==> src/rtl/core/sfc_pkg.sv <==
// shared types and constants for the sphere/frustum classifier
// no dependencies; imported by every module in rtl/core
`default_nettype none

package sfc_pkg;

	// plane register file
	localparam int REG_COUNT       = 6;
	localparam int REG_IDX_W       = 3;
	localparam int APB_ADDR_W      = 6;
	localparam int APB_DATA_W      = 64;
	localparam int PLANE_COUNT_DEF = 6;

	// arithmetic widths: Q1.14 normals times 16-bit coordinates
	localparam int COORD_W = 16;
	localparam int RAD_W   = 15;
	localparam int PROD_W  = 32;
	localparam int Q_SHIFT = 14;
	// three products plus the shifted offset stay below 2^33 in magnitude
	localparam int DIST_W  = 34;

	// one plane as packed in its register, offset in the top half-word
	typedef struct packed {
		logic signed [COORD_W-1:0] d;
		logic signed [COORD_W-1:0] nz;
		logic signed [COORD_W-1:0] ny;
		logic signed [COORD_W-1:0] nx;
	} plane_t;

	// result codes
	typedef enum logic [1:0] {
		CLS_OUTSIDE   = 2'd0,
		CLS_INTERSECT = 2'd1,
		CLS_INSIDE    = 2'd2
	} cls_t;

	// stage load enables handed from the top level to the datapath
	typedef struct packed {
		logic en_s1;
		logic en_s2;
		logic en_s3;
	} pipe_ctl_t;

endpackage

`default_nettype wire

==> src/rtl/core/sfc_plane_regs.sv <==
// apb register file holding the six frustum planes
// depends on sfc_pkg
`default_nettype none

module sfc_plane_regs (
	input  logic                            clk,
	input  logic                            arst_n,
	input  logic                            psel,
	input  logic                            penable,
	input  logic                            pwrite,
	input  logic [sfc_pkg::APB_ADDR_W-1:0]  paddr,
	input  logic [sfc_pkg::APB_DATA_W-1:0]  pwdata,
	output logic [sfc_pkg::APB_DATA_W-1:0]  prdata,
	output logic                            pready,
	output sfc_pkg::plane_t                 planes [sfc_pkg::REG_COUNT]
);
	import sfc_pkg::*;

	logic [REG_IDX_W-1:0] reg_idx;
	logic                 idx_ok;
	logic                 wr_en;
	plane_t               planes_q [REG_COUNT];

	// one 64-bit register every eight bytes
	assign reg_idx = paddr[APB_ADDR_W-1:3];
	assign idx_ok  = (32'(reg_idx) < REG_COUNT);
	assign wr_en   = psel && penable && pwrite && idx_ok;
	assign pready  = 1'b1;

	// plane storage, writes beyond the last register are dropped
	always_ff @(posedge clk or negedge arst_n) begin
		if (!arst_n) begin
			for (int i = 0; i < REG_COUNT; i++) begin
				planes_q[i] <= '0;
			end
		end else if (wr_en) begin
			planes_q[reg_idx] <= plane_t'(pwdata);
		end
	end

	// read back
	always_comb begin
		prdata = '0;
		if (idx_ok) begin
			prdata = APB_DATA_W'(planes_q[reg_idx]);
		end
	end

	assign planes = planes_q;

endmodule

`default_nettype wire

==> config.mk <==
export PLATFORM = sky130hd
export DESIGN_NAME = sfc_plane_regs
export DESIGN_NICKNAME = d
export VERILOG_FILES = /design/src/rtl/core/sfc_pkg.sv /design/src/rtl/core/sfc_plane_regs.sv
export SDC_FILE = /design/constraint.sdc
export NUM_CORES = 1
export LEC_CHECK = 0
export BUFFER_PORTS_ARGS = -buffer_cell sky130_fd_sc_hd__buf_4
export CAP_MARGIN = 15
export CORE_AREA = 2 2 201 203
export DETAILED_ROUTE_END_ITERATION = 12
export DIE_AREA = 0 0 203 205
export GPL_TIMING_DRIVEN = 0
export PLACE_DENSITY = 0.73
export SETUP_SLACK_MARGIN = 0.05
export SLEW_MARGIN = 10
export SYNTH_ARGS = -nofsm -noshare
export SYNTH_HDL_FRONTEND = slang
export SYNTH_SLANG_ARGS = --single-unit
==> constraint.sdc <==
create_clock -name clk -period 1.4 [get_ports clk]
set_input_delay 0.07 -clock clk [delete_from_list [all_inputs] [get_ports clk]]
set_output_delay 0.07 -clock clk [all_outputs]
set_load 0.1 [all_outputs]
==> impl_metrics.ini <==
[run_status]
status = finished with violations
violations = negative setup slack

[place]
place_congestion = 0.831
numPortBuffers = 518
pre_cts_slack_ns = -0.749
hpwlAfterDp_um = 43900
placed_cells = 2233
place_area_um2 = 24200

[clock_network]
clkTransAtPathRegs_ns = 0.06
numClockSinks = 384
clk-insertion-delay-late_ns = 0.56
cts_tree = done
root_buffer = clkbuf_16
cts_max_level = 2
clockBufferDepth = 3
numCtsBuffers = 42

[global_route]
grt_pass1_vias = 15400
track_usage_pct = 32.6
grt_max_degree = 105
grt_overflow = 0
grt_first_pass_wirelength_um = 101000
antenna_found_initial = 1

[critical_path]
startpoint_type = flop
critical_path_required_ns = 1.33
crit_type = flop to output port
worst-path-max-fanout = 2
crit_start = planes[89]
r2r_slack_ns = 0.30
r2r-start = planes[97]
arrival_ns = 1.90
timing.rr.end = planes[97]
end_kind = output port
ff2ff_path_depth = 3

[layout]
design_area_um2 = 32000
fin_cells = 2566
layout_commonest_cell = mux2_2
final_cell_mix = mux2_2, buf_4, dfrtp_2, buf_12, buf_6
layout-drive-gt1-share_pct = 84.3
nNetsFinal = 2088
largest_reg_flops = 384
final_util_pct = 81.3
area_growth_pct = 83.8

[power]
ir_worst_vdd_mv = 1.75
p_leak_nw = 13.9
power.density_nw_per_um2 = 2020

[timing]
drv_slew = 0
rsz0062_at_grt = yes
finalSetupViolations = 84
tightest_slew_ns = 0.913
finalCritPeriodShare_pct = 141
fin_crit_ns = 1.97
fmax_mhz = 508
hold_violations = 0
fin_ws_ns = -0.569
clock_skew_ns = 0
relSlewSlack_pct = 39.1

[floorplanning]
die_width_um = 203
dieArea_um2 = 41600
pin_count = 524
core_um2 = 39400
rows = 73
initial_utilization_pct = 44.2
fp.dieH_um = 205

[drt]
ant_nets = 0
drc = 0
finalWirelength_um = 77100
drtIter0Drc = 747
wl_per_cell_um = 30.0
dr.pass1.iters = 5
vias_per_cell = 5.73
vias = 14700

[synthesis]
syn-num-nets = 1261
netlist_top_cells_area = dfrtp_1, mux2_2, mux2i_1, mux2_1, o22a_1
ys_types = 27
synth_top_area_share_pct = 55.2
ys.flop_type = dfrtp_1
ys_seq_elements = 384
avgSynthCellArea_um2 = 14.7
yosysWarnings = 0
synth_enable_flop_cells = 0
synth_top_area_cell = dfrtp_1
syn_area_um2 = 17400
synthArstFlopShare_pct = 100
ys_seq_area_share_pct = 55.2
netlist_instances = 1186

[flow_run]
drv_cap = 0

[worst_hold_path]
min_path_type = input pin to async pin
cell families (layout without fill, tap and decap cells):
family | after synthesis | in the layout | share of synthesized area, %
and+or+nand+nor | 16 | 16 | 1.02
other | 1 | 2 | 0.0215
muxes | 553 | 553 | 34.7
buffers and inverters | 104 | 958 | 3.34
AOI/OAI and AO/OA | 128 | 128 | 5.71
DFF | 384 | 384 | 55.2
metrics by stage:
| step | total power [W] | hold slack (ns) | TNS, ns |
|---|---|---|---|
| 2_1_floorplan | 0.0387 | -0.226 | -2.36 |
| 3_3_place_gp | 0.0449 | 0.333 | -1700.68 |
| 3_5_place_dp | 0.0453 | -0.0326 | -167.59 |
| 4_1_cts | 0.0605 | -0.0316 | -24.33 |
| 5_1_grt | 0.0660 | 0.0312 | -29.46 |
| 6_report | 0.0647 | 0.00546 | -26.27 |
Yosys cell counts (2+ instances only):
library cell	number
mux2_1	54
nand2b_1	2
nor2_8	2
o21ai_0	41
o32ai_1	22
a221o_1	22
nor2_4	4
mux2i_1	147
dfrtp_1	384
buf_1	7
o22a_1	41
buf_2	20
clkbuf_1	11
mux2_2	352
nor2b_1	2
inv_1	22
buf_4	43
metal layers:
layer	global-route usage (%)	wire, um	up-vias
met5	0	0	-
met4	15.2	4160	0
met3	8.34	5730	234
met2	55.8	38800	722
met1	38.6	28300	7703
li1	-	-	6039
repair_timing:
item,in CTS,in global routing
hold buffers,65,0
endpoints found under the hold margin,601,0
gates cloned,0,2
endpoints found under the setup margin,196,404
setup buffers,141,84
pin swaps,37,9
resized for setup,587,499
how the worst max path moves through the flow:
stage	depth (start not counted)	end	slack, ns
after floorplan	3	prdata[62]	-0.50
after global placement	1	planes[49]	-4.28
after detailed placement	5	prdata[36]	-0.75
after CTS	3	prdata[15]	-0.56
after global routing	4	prdata[58]	-0.61
final	3	prdata[25]	-0.57
report_power, final:
group | total (W) | internal, W | leakage, nW | switching (W)
Sequential | 0.0165 | 0.0140 | 4.40 | 0.00246
Clock | 0.0110 | 0.00625 | 0.634 | 0.00473
Combinational | 0.0372 | 0.0125 | 8.82 | 0.0247
worst max-delay path, stage by stage (launching register included):
cell	delay, ns
dfrtp_4	0.49
mux2_4	0.30
a221o_4	0.38
buf_12	0.17
final cells by class:
type / instances / area [um2]
Buffer: 82 / 601
Clock buffer: 63 / 1230
Tap cell: 525 / 657
Sequential cell: 384 / 10400
Clock inverter: 8 / 70.1
Antenna cell: 1 / 2.50
Fill cell: 1888 / 7380
Inverter: 22 / 82.6
Multi-Input combinational cell: 698 / 8610
Timing Repair Buffer: 783 / 10300
No activity file was read; power rests on OpenSTA's default activity.
