`config.mk`:
```
export PLATFORM = sky130hd
export DESIGN_NAME = sfc_classify
export DESIGN_NICKNAME = d
export VERILOG_FILES = /design/src/rtl/core/sfc_pkg.sv /design/src/rtl/core/sfc_classify.sv
export SDC_FILE = /design/constraint.sdc
export NUM_CORES = 1
export LEC_CHECK = 0
export BUFFER_PORTS_ARGS = -buffer_cell sky130_fd_sc_hd__buf_2
export CORE_ASPECT_RATIO = 2
export CORE_MARGIN = 2
export CORE_UTILIZATION = 54
export CTS_CLUSTER_SIZE = 12
export DETAILED_ROUTE_END_ITERATION = 7
export HOLD_SLACK_MARGIN = 0.05
export PLACE_DENSITY = 0.95
export SYNTH_ARGS = -nofsm -noshare
export SYNTH_HDL_FRONTEND = slang
export SYNTH_SLANG_ARGS = --single-unit
```
`constraint.sdc`:
```
create_clock -name clk -period 10 [get_ports clk]
set_input_delay 0.5 -clock clk [delete_from_list [all_inputs] [get_ports clk]]
set_output_delay 0.5 -clock clk [all_outputs]
set_load 0.02 [all_outputs]
```
`src/rtl/core/sfc_pkg.sv`:
```
// shared types and constants for the sphere/frustum classifier
// no dependencies; imported by every module in rtl/core
`default_nettype none

package sfc_pkg;

	// plane register file
	localparam int REG_COUNT       = 6;
	localparam int REG_IDX_W       = 3;
	localparam int APB_ADDR_W      = 6;
	localparam int APB_DATA_W      = 64;
	localparam int PLANE_COUNT_DEF = 6;

	// arithmetic widths: Q1.14 normals times 16-bit coordinates
	localparam int COORD_W = 16;
	localparam int RAD_W   = 15;
	localparam int PROD_W  = 32;
	localparam int Q_SHIFT = 14;
	// three products plus the shifted offset stay below 2^33 in magnitude
	localparam int DIST_W  = 34;

	// one plane as packed in its register, offset in the top half-word
	typedef struct packed {
		logic signed [COORD_W-1:0] d;
		logic signed [COORD_W-1:0] nz;
		logic signed [COORD_W-1:0] ny;
		logic signed [COORD_W-1:0] nx;
	} plane_t;

	// result codes
	typedef enum logic [1:0] {
		CLS_OUTSIDE   = 2'd0,
		CLS_INTERSECT = 2'd1,
		CLS_INSIDE    = 2'd2
	} cls_t;

	// stage load enables handed from the top level to the datapath
	typedef struct packed {
		logic en_s1;
		logic en_s2;
		logic en_s3;
	} pipe_ctl_t;

endpackage

`default_nettype wire

```
`src/rtl/core/sfc_classify.sv`:
```
// compares every plane distance with the radius and forms the result code
// depends on sfc_pkg; distances come from sfc_plane_dist lanes
`default_nettype none

module sfc_classify #(
	parameter int LANES = sfc_pkg::PLANE_COUNT_DEF
) (
	input  logic                              clk,
	input  sfc_pkg::pipe_ctl_t                ctl,
	input  logic signed [sfc_pkg::DIST_W-1:0] dist_s2 [LANES],
	input  logic [sfc_pkg::RAD_W-1:0]         radius_s2,
	output sfc_pkg::cls_t                     class_s3
);
	import sfc_pkg::*;

	logic signed [DIST_W-1:0] rad_pos;
	logic signed [DIST_W-1:0] rad_neg;
	logic                     any_out;
	logic                     any_cross;
	cls_t                     class_next;

	// radius in the same units as the distances
	assign rad_pos = signed'(DIST_W'(radius_s2)) <<< Q_SHIFT;
	assign rad_neg = -rad_pos;

	// per-plane tests, or-reduced over the lanes
	always_comb begin
		any_out   = 1'b0;
		any_cross = 1'b0;
		for (int i = 0; i < LANES; i++) begin
			if (dist_s2[i] < rad_neg) begin
				any_out = 1'b1;
			end else if (dist_s2[i] < rad_pos) begin
				any_cross = 1'b1;
			end
		end
		if (any_out) begin
			class_next = CLS_OUTSIDE;
		end else if (any_cross) begin
			class_next = CLS_INTERSECT;
		end else begin
			class_next = CLS_INSIDE;
		end
	end

	// stage 3: output register
	always_ff @(posedge clk) begin
		if (ctl.en_s3) begin
			class_s3 <= class_next;
		end
	end

endmodule

`default_nettype wire

```
==> qor.yml <==
clk_pin_slew_ns: 0.03
critical_path.top_delay_family: "compound AO/OA/AOI/OAI gates"
holdCritStartpoint: "ctl[0]"
holdPathStages: 1
ys.flop_type: "edfxtp_1"
stdcell_count: 877
grt_overflow_total: 0
max_stage_delay_ns: 0.69
finish.utilization: 0.652
synth_seq_cells: 2
start_util: 0.559
synthAdderAreaFrac: 0.432
drt_first_iter_violations: 395
largest_reg_flops: 2
post_cts_buffers: 0
grt_max_degree: 18
start_kind: "primary input"
end_kind: "flip-flop"
syn_avg_cell_area_sq_um: 8.23
multi_input_area_sq_mm: 0.00499
avgViaCountPerCell: 6.89
port_buffers: 138
wl_per_cell_um: 20.2
layout_commonest_cell: "ha_1"
synth_warnings: 0
hold_path.class: "in -> reg"
synth_top_family_by_area: "adder cells"
post-dp-hpwl_um: 15000
synth_top_area_cell: "ha_1"
period_minus_slack_ns: 5.19
rsz0062_at_grt: "false"
p_leak_nw: 3.23
seq_area_sq_um: 60.1
finalMaxSlewViolations: 0
critical_path_class: "in -> reg"
syn-instance-count: 637
rows: 50
regMostFlops: "class_s3"
die_height_um: 143
most-common-layout-cells: "ha_1 (177), buf_2 (138), a21oi_1 (46)"
grtUsageTotal: 0.332
min_to: "class_s3[1]"
cts_buffer_depth: 2
cts_tree: "yes"
htreeDepth: 1
synth_compound_area_frac: 0.261
grt_pass1_wl_um: 27000
maxSlewHeadroom: 0.417
gp_congestion: 0.983
diodes: 0
cp_cell_sequence: "buf_2 > inv_1 > ha_1 > or4b_1 > or3_1 > nor3_1 > buf_4 > ha_1 > a21o_1 > a21oi_1 > inv_1 > o41ai_1 > mux2_2 > o21ai_0 > o2111ai_1 > o31a_1"
cts_hold_buf: 0
drcViolationCount: 0
muxShareOfSynthArea: 0.0103
drive_above_1_share: 0.211
path_max_fanout: 10
cts_root_buf: "clkbuf_16"
die-area_sq_mm: 0.0106
synth-edff-count: 2
max_freq_mhz: 193
dp_cells: 874
grt_pass1_vias: 5872
finalPower_mw: 0.302
synth_area_sq_mm: 0.00525
synth.top_cell.area_share: 0.422
setup_viol: 0
cp_num_buf_inv: 4
ys_types: 68
io_pins: 225
coreArea_sq_mm: 0.00938
arrival_ns: 5.16
die_x_um: 73.7
antenna_found_initial: 0
yosys.area_share.simple: 0.184
final_antenna_net_count: 0
pre_cts_ws_ns: 4.72
finalHoldViolCount: 0
synth_xor_area_frac: 0.0649
required_ns: 9.97
async_flop_share: 0
first_pass_iters: 8
cap_viol_max_count: 0
fin_ws_ns: 4.81
area_delta_synth_final_pct: 16.7
synth_nets: 1037
peakVddDrop_mv: 0.0359
numCtsBuffers: 3
worstMarginPinSlew_ns: 0.869
fill_cells: 768
clock_sinks: 2
synth_area_leaders: "ha_1 (42%), a21oi_1 (4.4%), o21ai_0 (4.3%)"
fin_crit_sh: 0.519
tns_ns: 0
critPathSlowestCell: "or4b_1"
cts_resized: 0
ys_seq_area_frac: 0.0115
largestRegisters: "class_s3 (2)"
outcome: "complete, no violations"
nets: 1175
routed_wl_um: 17700
num_vias: 6045
p_per_area_mw_per_mm2: 49.4
[power by group]
| part | internal [mW] | switching (mW) | leakage [nW] |
|---|---|---|---|
| Clock | 0.0512 | 0.0139 | 0.0370 |
| Combinational | 0.0995 | 0.128 | 3.18 |
| Sequential | 0.00972 | 0.0000949 | 0.0190 |
[per-stage QoR]
| stage | hold WS [ns] | cell area, sq um |
|---|---|---|
| after detailed placement | 0.721 | 6050 |
| after global routing | 0.473 | 6120 |
| after global placement | 0.716 | 6050 |
| after floorplan | 0.612 | 5250 |
| final | 0.482 | 6120 |
| after CTS | 0.488 | 6120 |
[how the worst max path moves through the flow]
stage	start	end	cells past startpoint
final	radius_s2[0]	class_s3[0]	16
after global routing	radius_s2[0]	class_s3[0]	16
after CTS	radius_s2[0]	class_s3[0]	16
after detailed placement	radius_s2[0]	class_s3[0]	16
after global placement	radius_s2[0]	class_s3[0]	16
after floorplan	radius_s2[5]	class_s3[0]	16
[synthesized netlist by cell type, drive strengths merged, types with 7 or more instances]
| cell type | instances |
|---|---|
| inv | 33 |
| nor4 | 9 |
| nand2 | 27 |
| nor2b | 11 |
| xnor2 | 17 |
| xnor3 | 7 |
| o21ai | 45 |
| clkbuf | 8 |
| and3 | 7 |
| a211oi | 9 |
| o2111ai | 9 |
| nor3 | 18 |
| nand3 | 19 |
| or4 | 7 |
| or3 | 8 |
| a21o | 21 |
| nor2 | 33 |
| ha | 177 |
| nand4 | 11 |
| a21oi | 46 |
| a31oi | 8 |
| o21a | 18 |
[layer usage]
layer,global-route usage,wire [um],part of all wire
met5,0,0,0
met4,0.296,1940,0.11
met3,0.0792,1250,0.070
met2,0.599,9080,0.51
met1,0.287,5460,0.31
[cells by family after synthesis]
group	after synthesis
xor gates and xnor gates	27
AOI/OAI and AO/OA	205
adders and majority gates	182
and+or+nand+nor	171
DFF	2
buffers and inverters	45
muxes	5
[cell type report]
type	count	area share
clock buffer	3	0.0123
sequential	2	0.00981
tap	104	0.0213
timing repair buffer	144	0.120
inverter	34	0.0208
multi-input combinational	590	0.816
No activity file was read; power rests on OpenSTA's default activity.
