## src/rtl/core/sfc_pkg.sv

```systemverilog
// shared types and constants for the sphere/frustum classifier
// no dependencies; imported by every module in rtl/core
`default_nettype none

package sfc_pkg;

	// plane register file
	localparam int REG_COUNT       = 6;
	localparam int REG_IDX_W       = 3;
	localparam int APB_ADDR_W      = 6;
	localparam int APB_DATA_W      = 64;
	localparam int PLANE_COUNT_DEF = 6;

	// arithmetic widths: Q1.14 normals times 16-bit coordinates
	localparam int COORD_W = 16;
	localparam int RAD_W   = 15;
	localparam int PROD_W  = 32;
	localparam int Q_SHIFT = 14;
	// three products plus the shifted offset stay below 2^33 in magnitude
	localparam int DIST_W  = 34;

	// one plane as packed in its register, offset in the top half-word
	typedef struct packed {
		logic signed [COORD_W-1:0] d;
		logic signed [COORD_W-1:0] nz;
		logic signed [COORD_W-1:0] ny;
		logic signed [COORD_W-1:0] nx;
	} plane_t;

	// result codes
	typedef enum logic [1:0] {
		CLS_OUTSIDE   = 2'd0,
		CLS_INTERSECT = 2'd1,
		CLS_INSIDE    = 2'd2
	} cls_t;

	// stage load enables handed from the top level to the datapath
	typedef struct packed {
		logic en_s1;
		logic en_s2;
		logic en_s3;
	} pipe_ctl_t;

endpackage

`default_nettype wire

```

## src/rtl/core/sfc_plane_dist.sv

```systemverilog
// signed distance of the sphere centre to one plane, two register stages
// depends on sfc_pkg; control enables come from the top level
`default_nettype none

module sfc_plane_dist (
	input  logic                               clk,
	input  sfc_pkg::pipe_ctl_t                 ctl,
	input  sfc_pkg::plane_t                    plane,
	input  logic signed [sfc_pkg::COORD_W-1:0] center_x,
	input  logic signed [sfc_pkg::COORD_W-1:0] center_y,
	input  logic signed [sfc_pkg::COORD_W-1:0] center_z,
	output logic signed [sfc_pkg::DIST_W-1:0]  dist_s2
);
	import sfc_pkg::*;

	logic signed [PROD_W-1:0]  prod_x_s1;
	logic signed [PROD_W-1:0]  prod_y_s1;
	logic signed [PROD_W-1:0]  prod_z_s1;
	logic signed [COORD_W-1:0] ofs_s1;

	// stage 1: the three 16x16 products
	always_ff @(posedge clk) begin
		if (ctl.en_s1) begin
			prod_x_s1 <= PROD_W'(plane.nx * center_x);
			prod_y_s1 <= PROD_W'(plane.ny * center_y);
			prod_z_s1 <= PROD_W'(plane.nz * center_z);
			ofs_s1    <= plane.d;
		end
	end

	// stage 2: sum with the offset scaled to units of 2^-14
	always_ff @(posedge clk) begin
		if (ctl.en_s2) begin
			dist_s2 <= DIST_W'(prod_x_s1) + DIST_W'(prod_y_s1) + DIST_W'(prod_z_s1)
				+ (DIST_W'(ofs_s1) <<< Q_SHIFT);
		end
	end

endmodule

`default_nettype wire

```

## config.mk

```make
export PLATFORM = sky130hd
export DESIGN_NAME = sfc_plane_dist
export DESIGN_NICKNAME = d
export VERILOG_FILES = /design/src/rtl/core/sfc_pkg.sv /design/src/rtl/core/sfc_plane_dist.sv
export SDC_FILE = /design/constraint.sdc
export NUM_CORES = 2
export LEC_CHECK = 0
export CORE_MARGIN = 2
export CORE_UTILIZATION = 30
export DETAILED_ROUTE_END_ITERATION = 10
export DONT_BUFFER_PORTS = 1
export PLACE_DENSITY_LB_ADDON = 0.15
export SLEW_MARGIN = 20
export SYNTH_ARGS = -nofsm -noshare
export SYNTH_HDL_FRONTEND = slang
export SYNTH_SLANG_ARGS = --single-unit
```

## constraint.sdc

```tcl
create_clock -name clk -period 6 [get_ports clk]
set_input_delay 0.6 -clock clk [delete_from_list [all_inputs] [get_ports clk]]
set_output_delay 0.6 -clock clk [all_outputs]
set_load 0.005 [all_outputs]
```

==> reports/metrics.yaml <==
floorplanning:
  start_util: 0.303
  ioPinCount: 150
  fp-row-count: 127
  die_ar_um2: 124000
  coreArea_um2: 120000
  die_height_um: 352
  chipWidth_um: 352
critical_path:
  critical_path_launch_point_type: "input pin"
  critPathKind: "in2reg"
  critPathMaxStageDelay_ns: 0.58
  path_common_cell: "sky130_fd_sc_hd__fa_1"
  critical_path_cell_by_cell: "and2_1, fa_1, inv_1, fa_1, inv_1, fa_1, fa_1, fa_1, inv_1, fa_1, inv_1, ha_4, and4_4, and3_1, a22o_1, a31o_4, a211oi_4, nor3b_2, or3_4, a21oi_2, xnor2_1"
  cp_data_required_time_ns: 6.20
  critPathCaptureType: "flip-flop"
  crit_slowest_cell: "sky130_fd_sc_hd__fa_1"
  worstPathMaxFanout: 16
  worst_ep_arrival_ns: 5.96
timing:
  finalWorstPathRequiredPeriod_ns: 5.77
  max_clock_freq_mhz: 173
  min_period_over_period: 0.961
  unrepaired_setup_endpoints_after_global_routing: "no"
  clock-skew-final_ns: 0.0166
  slew_limit_fails: 0
  setup_viol_count_final: 0
  tightestPinTransition_ns: 0.866
  slew-limit-headroom: 0.423
  postLayoutSetupSlackWorst_ns: 0.235
  finalHoldViolations: 0
logic_synthesis:
  synth.most_common_cell: "sky130_fd_sc_hd__inv_1"
  synth_fp_nets: 4891
  synthesis.area_per_instance_um2: 9.98
  synth_top_cell_area_share: 0.461
  syn_area_um2: 36400
  synth_edf_count: 146
  async_reset_ff_frac: 0
  yosysTopAreaCell: "sky130_fd_sc_hd__fa_1"
  dominantRegCellSynth: "sky130_fd_sc_hd__edfxtp_1"
  yosysWarnings: 0
  netlist_top_cells_count: "sky130_fd_sc_hd__inv_1 (867), sky130_fd_sc_hd__fa_1 (838), sky130_fd_sc_hd__nand2_1 (396), sky130_fd_sc_hd__and2_1 (377), sky130_fd_sc_hd__ha_1 (290)"
  ys_seq_area_frac: 0.120
  synthesis.instances: 3647
  synth.top_cells.by_area: "sky130_fd_sc_hd__fa_1 (46%), sky130_fd_sc_hd__edfxtp_1 (12%), sky130_fd_sc_hd__ha_1 (10%), sky130_fd_sc_hd__inv_1 (8.9%), sky130_fd_sc_hd__and2_1 (6.5%)"
  netlist-cell-type-count: 58
  ys_ff_latch: 146
run:
  cap_violations: 0
cts:
  clk_latency_ns: 0.44
  root_buffer: "sky130_fd_sc_hd__clkbuf_16"
  holdBufCountCts: 0
  numClockSinks: 146
  cts.path.max_buffers: 2
  total_cts_buffers: 17
  clkTransAtPathRegs_ns: 0.07
  h-tree-depth: 4
  clock_tree_from_tritoncts: "done"
placed_design:
  post-dp-hpwl_mm: 77.5
  dpl_worst_slack_ns: -0.328
  routabilityCongestion: 0.782
  io_buffer_count: 0
route:
  postRouteAntennaNets: 0
  wl_mm: 90.3
  drc: 0
  firstDrtPassIters: 5
  routedWlPerCell_um: 16.9
  via_count: 23956
  initialDrtViolationCount: 1047
  routed_via_density: 4.48
global_route:
  grt_first_pass_wirelength_mm: 148
  grt_antenna_before_repair: 12
  number_of_global_route_vias_before_repair: 26470
  grt_max_degree: 113
  overflow: 0
  globalRouteTotalUtil: 0.151
status:
  outcome: "finished, final reports clean"
final_layout:
  area.growth.synth_to_final_pct: 10.1
  post_route_cells_drive_above_1_share: 0.0675
  layout.nets: 4967
hold_path:
  hold_path.class: "in2reg"
## registers in the layout, indices dropped and copies added (netlist names)
name       count
prod_x_s1     32
dist_s2       34
prod_z_s1     32
prod_y_s1     32
ofs_s1        16
## layout by cell type (no fill, tap or decap), types with 9 or more instances in the layout
cell,instances
sky130_fd_sc_hd__nor3_1,15
sky130_fd_sc_hd__and2_1,373
sky130_fd_sc_hd__a21o_1,40
sky130_fd_sc_hd__fa_2,9
sky130_fd_sc_hd__o21ai_0,42
sky130_fd_sc_hd__nand2b_1,23
sky130_fd_sc_hd__and3_1,15
sky130_fd_sc_hd__a21oi_1,79
sky130_fd_sc_hd__clkbuf_16,17
sky130_fd_sc_hd__nor2_1,100
sky130_fd_sc_hd__xnor2_1,99
sky130_fd_sc_hd__nand2_1,391
sky130_fd_sc_hd__o21a_1,17
sky130_fd_sc_hd__edfxtp_1,146
sky130_fd_sc_hd__ha_4,9
sky130_fd_sc_hd__ha_1,281
sky130_fd_sc_hd__xor2_1,32
sky130_fd_sc_hd__nand3_1,19
sky130_fd_sc_hd__buf_4,160
sky130_fd_sc_hd__fa_1,829
sky130_fd_sc_hd__nor2b_1,10
sky130_fd_sc_hd__a211oi_1,9
sky130_fd_sc_hd__inv_1,866
sky130_fd_sc_hd__o21bai_1,20
## cells by family after synthesis
family / Yosys count / share of synthesized area
flip-flops: 146 / 0.120
multiplexers: 2 / 0.000550
AO/OA/AOI/OAI: 281 / 0.0520
XOR/XNOR: 131 / 0.0315
buffers and inverters: 971 / 0.100
AND/OR/NAND/NOR: 988 / 0.135
adder cells (fa/ha/maj): 1128 / 0.561
## per-layer routing
metal	GRT usage	vias to the layer above	wire length (µm)
li1	-	11086	-
met4	0.0216	4	1090
met3	0.0165	59	2590
met2	0.254	294	43700
met1	0.215	12513	42900
met5	0	-	24
## area by class of cell
cell class	instances	area, µm²
fill	12592	80000
multi-input combinational	2530	28600
sequential	146	4380
inverter	867	3250
tap	1612	2020
timing repair buffer	161	1220
clock buffer	18	429
clock inverter	13	148
antenna	2	5.00
## repair_timing
action	CTS	global route
setup endpoints to repair	0	10
gates resized for setup	0	16
buffers inserted	0	0
## final timing paths
check                from       endpoint  slack [ns]  depth (start not counted)
max             plane[21]  prod_y_s1[30]        0.23                         21
min             plane[63]     ofs_s1[15]        0.25                          0
max reg2reg  prod_x_s1[5]    dist_s2[27]        1.65                         12
min reg2reg  prod_y_s1[1]     dist_s2[1]        0.77                          2
## worst max-delay path: cells and delay by family
kind | cells | cell delay [ns]
adder cells (fa/ha/maj) | 7 | 3.26
AND/OR/NAND/NOR | 5 | 0.96
AO/OA/AOI/OAI | 4 | 0.85
buffers and inverters | 4 | 0.22
XOR/XNOR | 1 | 0.07
## stage by stage
step	utilization	hold WS (ns)	instance area, µm²	setup TNS, ns	cells
floorplan	-	0.680	36700	-0.149	3647
global placement	0.328	0.699	39400	-3.31	5316
detailed placement	0.328	0.699	39400	-3.06	5316
CTS	0.333	0.218	40000	0	5347
global route	0.334	0.218	40100	0	5348
finish	0.334	0.250	40100	0	5349
Power is left out: the tool's default activity adds up to more than one toggle a clock period on the data nets, which glitch-free logic cannot reach.
